[src/rtl/cca_pkg.sv]
// Shared types and constants for the cell colour attribute map.
// Used by the channel interfaces, the controller, the datapath and the divider.
`timescale 1ns / 1ps

package cca_pkg;

   localparam int COORD_W = 12;
   localparam int PIX_W   = 13;
   localparam int COLOR_W = 8;
   localparam int CSR_W   = 12;
   localparam int CSR_IDX_W = 2;

   localparam logic [CSR_IDX_W-1:0] CSR_IMAGE_WIDTH  = 2'd0;
   localparam logic [CSR_IDX_W-1:0] CSR_IMAGE_HEIGHT = 2'd1;
   localparam logic [CSR_IDX_W-1:0] CSR_CELL_W       = 2'd2;
   localparam logic [CSR_IDX_W-1:0] CSR_CELL_H       = 2'd3;

   localparam logic [CSR_W-1:0] RESET_IMAGE_WIDTH  = 12'd320;
   localparam logic [CSR_W-1:0] RESET_IMAGE_HEIGHT = 12'd200;
   localparam logic [CSR_W-1:0] RESET_CELL_W       = 12'd4;
   localparam logic [CSR_W-1:0] RESET_CELL_H       = 12'd8;

   localparam logic OP_WRITE = 1'b0;
   localparam logic OP_READ  = 1'b1;

   typedef struct packed {
      logic load;
      logic clear_step;
      logic calc;
      logic mem_go;
      logic put;
   } cca_cmd_type;

   typedef struct packed {
      logic clear_last;
      logic div_busy;
   } cca_stat_type;

endpackage

[src/rtl/cca_ctrl.sv]
// Controller state machine: clearing pass, request intake, sequencing of the
// divide, check and memory steps, and the response valid flag. Uses cca_pkg.
`timescale 1ns / 1ps

module cca_ctrl (
   input  logic                  clock,
   input  logic                  reset,
   input  logic                  req_valid,
   output logic                  req_ready,
   output logic                  rsp_valid,
   input  logic                  rsp_ready,
   input  cca_pkg::cca_stat_type stat,
   output cca_pkg::cca_cmd_type  cmd
);
   import cca_pkg::*;

   localparam logic [2:0] ST_CLEAR = 3'd0;
   localparam logic [2:0] ST_IDLE  = 3'd1;
   localparam logic [2:0] ST_DIV   = 3'd2;
   localparam logic [2:0] ST_CALC  = 3'd3;
   localparam logic [2:0] ST_MEM   = 3'd4;
   localparam logic [2:0] ST_PUT   = 3'd5;

   logic [2:0] state_ff, state_in;
   logic       rsp_valid_ff, rsp_valid_in;

   always_comb begin
      state_in  = state_ff;
      cmd       = '0;
      req_ready = 1'b0;
      case (state_ff)
         ST_CLEAR: begin
            cmd.clear_step = 1'b1;
            if (stat.clear_last) begin
               state_in = ST_IDLE;
            end
         end
         ST_IDLE: begin
            req_ready = 1'b1;
            if (req_valid) begin
               cmd.load = 1'b1;
               state_in = ST_DIV;
            end
         end
         ST_DIV: begin
            if (!stat.div_busy) begin
               state_in = ST_CALC;
            end
         end
         ST_CALC: begin
            cmd.calc = 1'b1;
            state_in = ST_MEM;
         end
         ST_MEM: begin
            cmd.mem_go = 1'b1;
            state_in   = ST_PUT;
         end
         ST_PUT: begin
            // The result register is loaded once the previous response has left.
            if (!rsp_valid_ff || rsp_ready) begin
               cmd.put  = 1'b1;
               state_in = ST_IDLE;
            end
         end
         default: begin
            state_in = ST_IDLE;
         end
      endcase
   end

   always_comb begin
      rsp_valid_in = rsp_valid_ff;
      if (cmd.put) begin
         rsp_valid_in = 1'b1;
      end else if (rsp_ready) begin
         rsp_valid_in = 1'b0;
      end
   end

   always_ff @(posedge clock) begin
      if (reset) begin
         state_ff     <= ST_CLEAR;
         rsp_valid_ff <= 1'b0;
      end else begin
         state_ff     <= state_in;
         rsp_valid_ff <= rsp_valid_in;
      end
   end

   assign rsp_valid = rsp_valid_ff;
endmodule

[config.mk]
export PLATFORM = sky130hd
export DESIGN_NAME = cca_ctrl
export DESIGN_NICKNAME = d
export VERILOG_FILES = /design/src/rtl/cca_pkg.sv /design/src/rtl/cca_ctrl.sv
export SDC_FILE = /design/constraint.sdc
export NUM_CORES = 1
export LEC_CHECK = 0
export ABC_CLOCK_PERIOD_IN_PS = 2610
export BUFFER_PORTS_ARGS = -buffer_cell sky130_fd_sc_hd__buf_2
export CELL_PAD_IN_SITES_DETAIL_PLACEMENT = 1
export CELL_PAD_IN_SITES_GLOBAL_PLACEMENT = 2
export CORE_AREA = 2 2 39 41
export DETAILED_ROUTE_END_ITERATION = 7
export DIE_AREA = 0 0 41 43
export GPL_ROUTABILITY_DRIVEN = 0
export PLACE_DENSITY_LB_ADDON = 0.25
export SLEW_MARGIN = 20
export SYNTH_ARGS = -nofsm -noshare
export SYNTH_HDL_FRONTEND = slang
export SYNTH_SLANG_ARGS = --single-unit
[constraint.sdc]
create_clock -name clock -period 2.61 [get_ports clock]
set_input_delay 0.6525 -clock clock [delete_from_list [all_inputs] [get_ports clock]]
set_output_delay 0.6525 -clock clock [all_outputs]
set_load 0.01 [all_outputs]
==> results.ini <==
[drt]
wl_met2_um = 308
ant_nets = 0
wl_met3_um = 41
met1_length_um = 220
viasPerCell = 4.04
wire_per_inst_um = 10.0
drc = 0
highest_layer = met3
dr.pass1.iters = 3
drt-initial-drc-count = 2
routed_wirelength_um = 570
via_count = 230

[sta]
setup_viol = 0
worstMarginPinSlew_ns = 0.279
timing.final.crit_share_pct = 75.2
max-slew-margin-rel_pct = 81.4
finalHoldViolations = 0
fin_tns_setup_ns = 0
fmax_mhz = 510
final.min_clock_period_ns = 1.96
rsz0062_at_grt = false
clock_skew_ns = 0.00216
drv_slew = 0

[worst_setup_path]
r2r_start = state_ff[0]$_SDFFE_PP0P_
cp_max_fo = 9
endpoint_kind = output pin
crit_arrival_ns = 1.31
critPathLaunch = state_ff[0]$_SDFFE_PP0P_
worstSetupStartpointType = flip-flop
worstPathRequired_ns = 1.96
critical_path_class = flip-flop to output pin

[layout]
layout-drive-gt1-share_pct = 41.5
fillers = 174
final_nets = 49
fin_util_pct = 23.5
area_growth_pct = 41.3
final_common_cell = buf_2
diodes = 0
layout_common_cells = 12 x buf_2, 5 x a21oi_1, 4 x nand2b_1, 4 x dfxtp_1, 3 x clkbuf_4

[job]
drv_cap = 0

[cts]
hold_buffers = 0
clk_latency_ns = 0.23
tritoncts = done
cts_made_buffers = 3
clock_path_buffers = 2
cts_root_buf = clkbuf_4
clkSlewWorstSetupHoldPaths_ns = 0.04
post_cts_resized = 0
cts.htree.levels = 1
cts.sinks = 4
cts_setup_buffers = 0

[placed_design]
portBuffers = 12
dp_hpwl_um = 457

[die]
dieHeight_um = 43
io_pins = 13
rows = 14
die_x_um = 41
initial_utilization_pct = 16.6
core_um2 = 1380
die-area_um2 = 1760

[yosys]
synth.distinct_cells = 15
syn_avg_cell_area_um2 = 8.53
ys_warn_count = 0
synth_cells = 27
ys_seq_elements = 4
syn_nets = 33
yosysSeqAreaShare_pct = 34.8
syn_area_um2 = 230

[hold_path]
hold_path_startpoint = rsp_valid$_SDFFE_PP0P_
min_path_type = flip-flop to flip-flop

[global_routing]
grt_antenna_before_repair = 0
overflow = 0
grt_max_degree = 10
track_usage_pct = 8.12
grt_pass1_wl_um = 910
grt_pass1_vias = 235

[pwr]
ir_drop_mv = 0.173
powerDensity_nw_per_um2 = 551
leakagePower_nw = 0.164

[outcome]
status = finished clean

[final timing paths]
check                            to  slack [ns]  depth (start not counted)
max                          cmd[4]        0.65                          4
min          rsp_valid$_SDFFE_PP0P_        0.54                          2
max reg2reg  rsp_valid$_SDFFE_PP0P_        1.62                          3
min reg2reg  rsp_valid$_SDFFE_PP0P_        0.54                          2
[area by class of cell]
cell class	instances	area [um2]	area share [%]
Multi-Input combinational cell	22	143	43.8
Sequential cell	4	80.1	24.6
Timing Repair Buffer	12	60.1	18.5
Clock buffer	3	22.5	6.92
Tap cell	16	20.0	6.15
[routing by layer]
metal  up-vias  GRT usage [%]
li1        121              -
met1       102           8.01
met2         7           11.9
met3         0           4.71
met4         0           6.00
met5         -              0
[synth_stat cells]
cell type / count / area (um2)
a21o_1: 1 / 7.51
nand2_1: 1 / 3.75
nor2b_4: 1 / 13.8
nor3b_1: 1 / 7.51
and2_1: 1 / 6.26
and3b_1: 1 / 8.76
and3_1: 1 / 6.26
o21ba_2: 1 / 10.0
dfxtp_1: 4 / 80.1
and2b_1: 2 / 15.0
nor2_1: 1 / 3.75
a21oi_1: 5 / 25.0
nand2b_1: 4 / 25.0
nor3_1: 2 / 10.0
buf_4: 1 / 7.51
[cell families after synthesis]
logic type / after synthesis / synth area share, %
buffers and inverters: 1 / 3.26
AOI/OAI and AO/OA: 7 / 18.5
and+or+nand+nor: 15 / 43.5
DFF: 4 / 34.8
[power by group]
group | switching, W | internal [W] | total, W
clock | 0.0000248 | 0.0000514 | 0.0000762
sequential | 0.00000678 | 0.0000647 | 0.0000715
combinational | 0.0000137 | 0.0000180 | 0.0000316
[state kept, by name (all words and copies together) (netlist names)]
register   flops
state_ff       3
rsp_valid      1
[worst max-delay path: stages, from the launching register on]
cell	delay, ns
dfxtp_1	0.47
nor2b_4	0.23
and2b_1	0.14
and2_1	0.12
buf_2	0.12
[stage by stage]
| stage | hold slack (ns) | total power [W] | cell area (um2) | setup WS (ns) | cells |
|---|---|---|---|---|---|
| after floorplan | 0.500 | 0.0000907 | 230 | 0.872 | 27 |
| after global placement | 0.512 | 0.000105 | 303 | 0.753 | 54 |
| after detailed placement | 0.524 | 0.000105 | 303 | 0.759 | 54 |
| after CTS | 0.543 | 0.000185 | 325 | 0.624 | 57 |
| after global routing | 0.557 | 0.000193 | 325 | 0.542 | 57 |
| final | 0.536 | 0.000179 | 325 | 0.648 | 57 |
No activity file was read; power rests on OpenSTA's default activity.
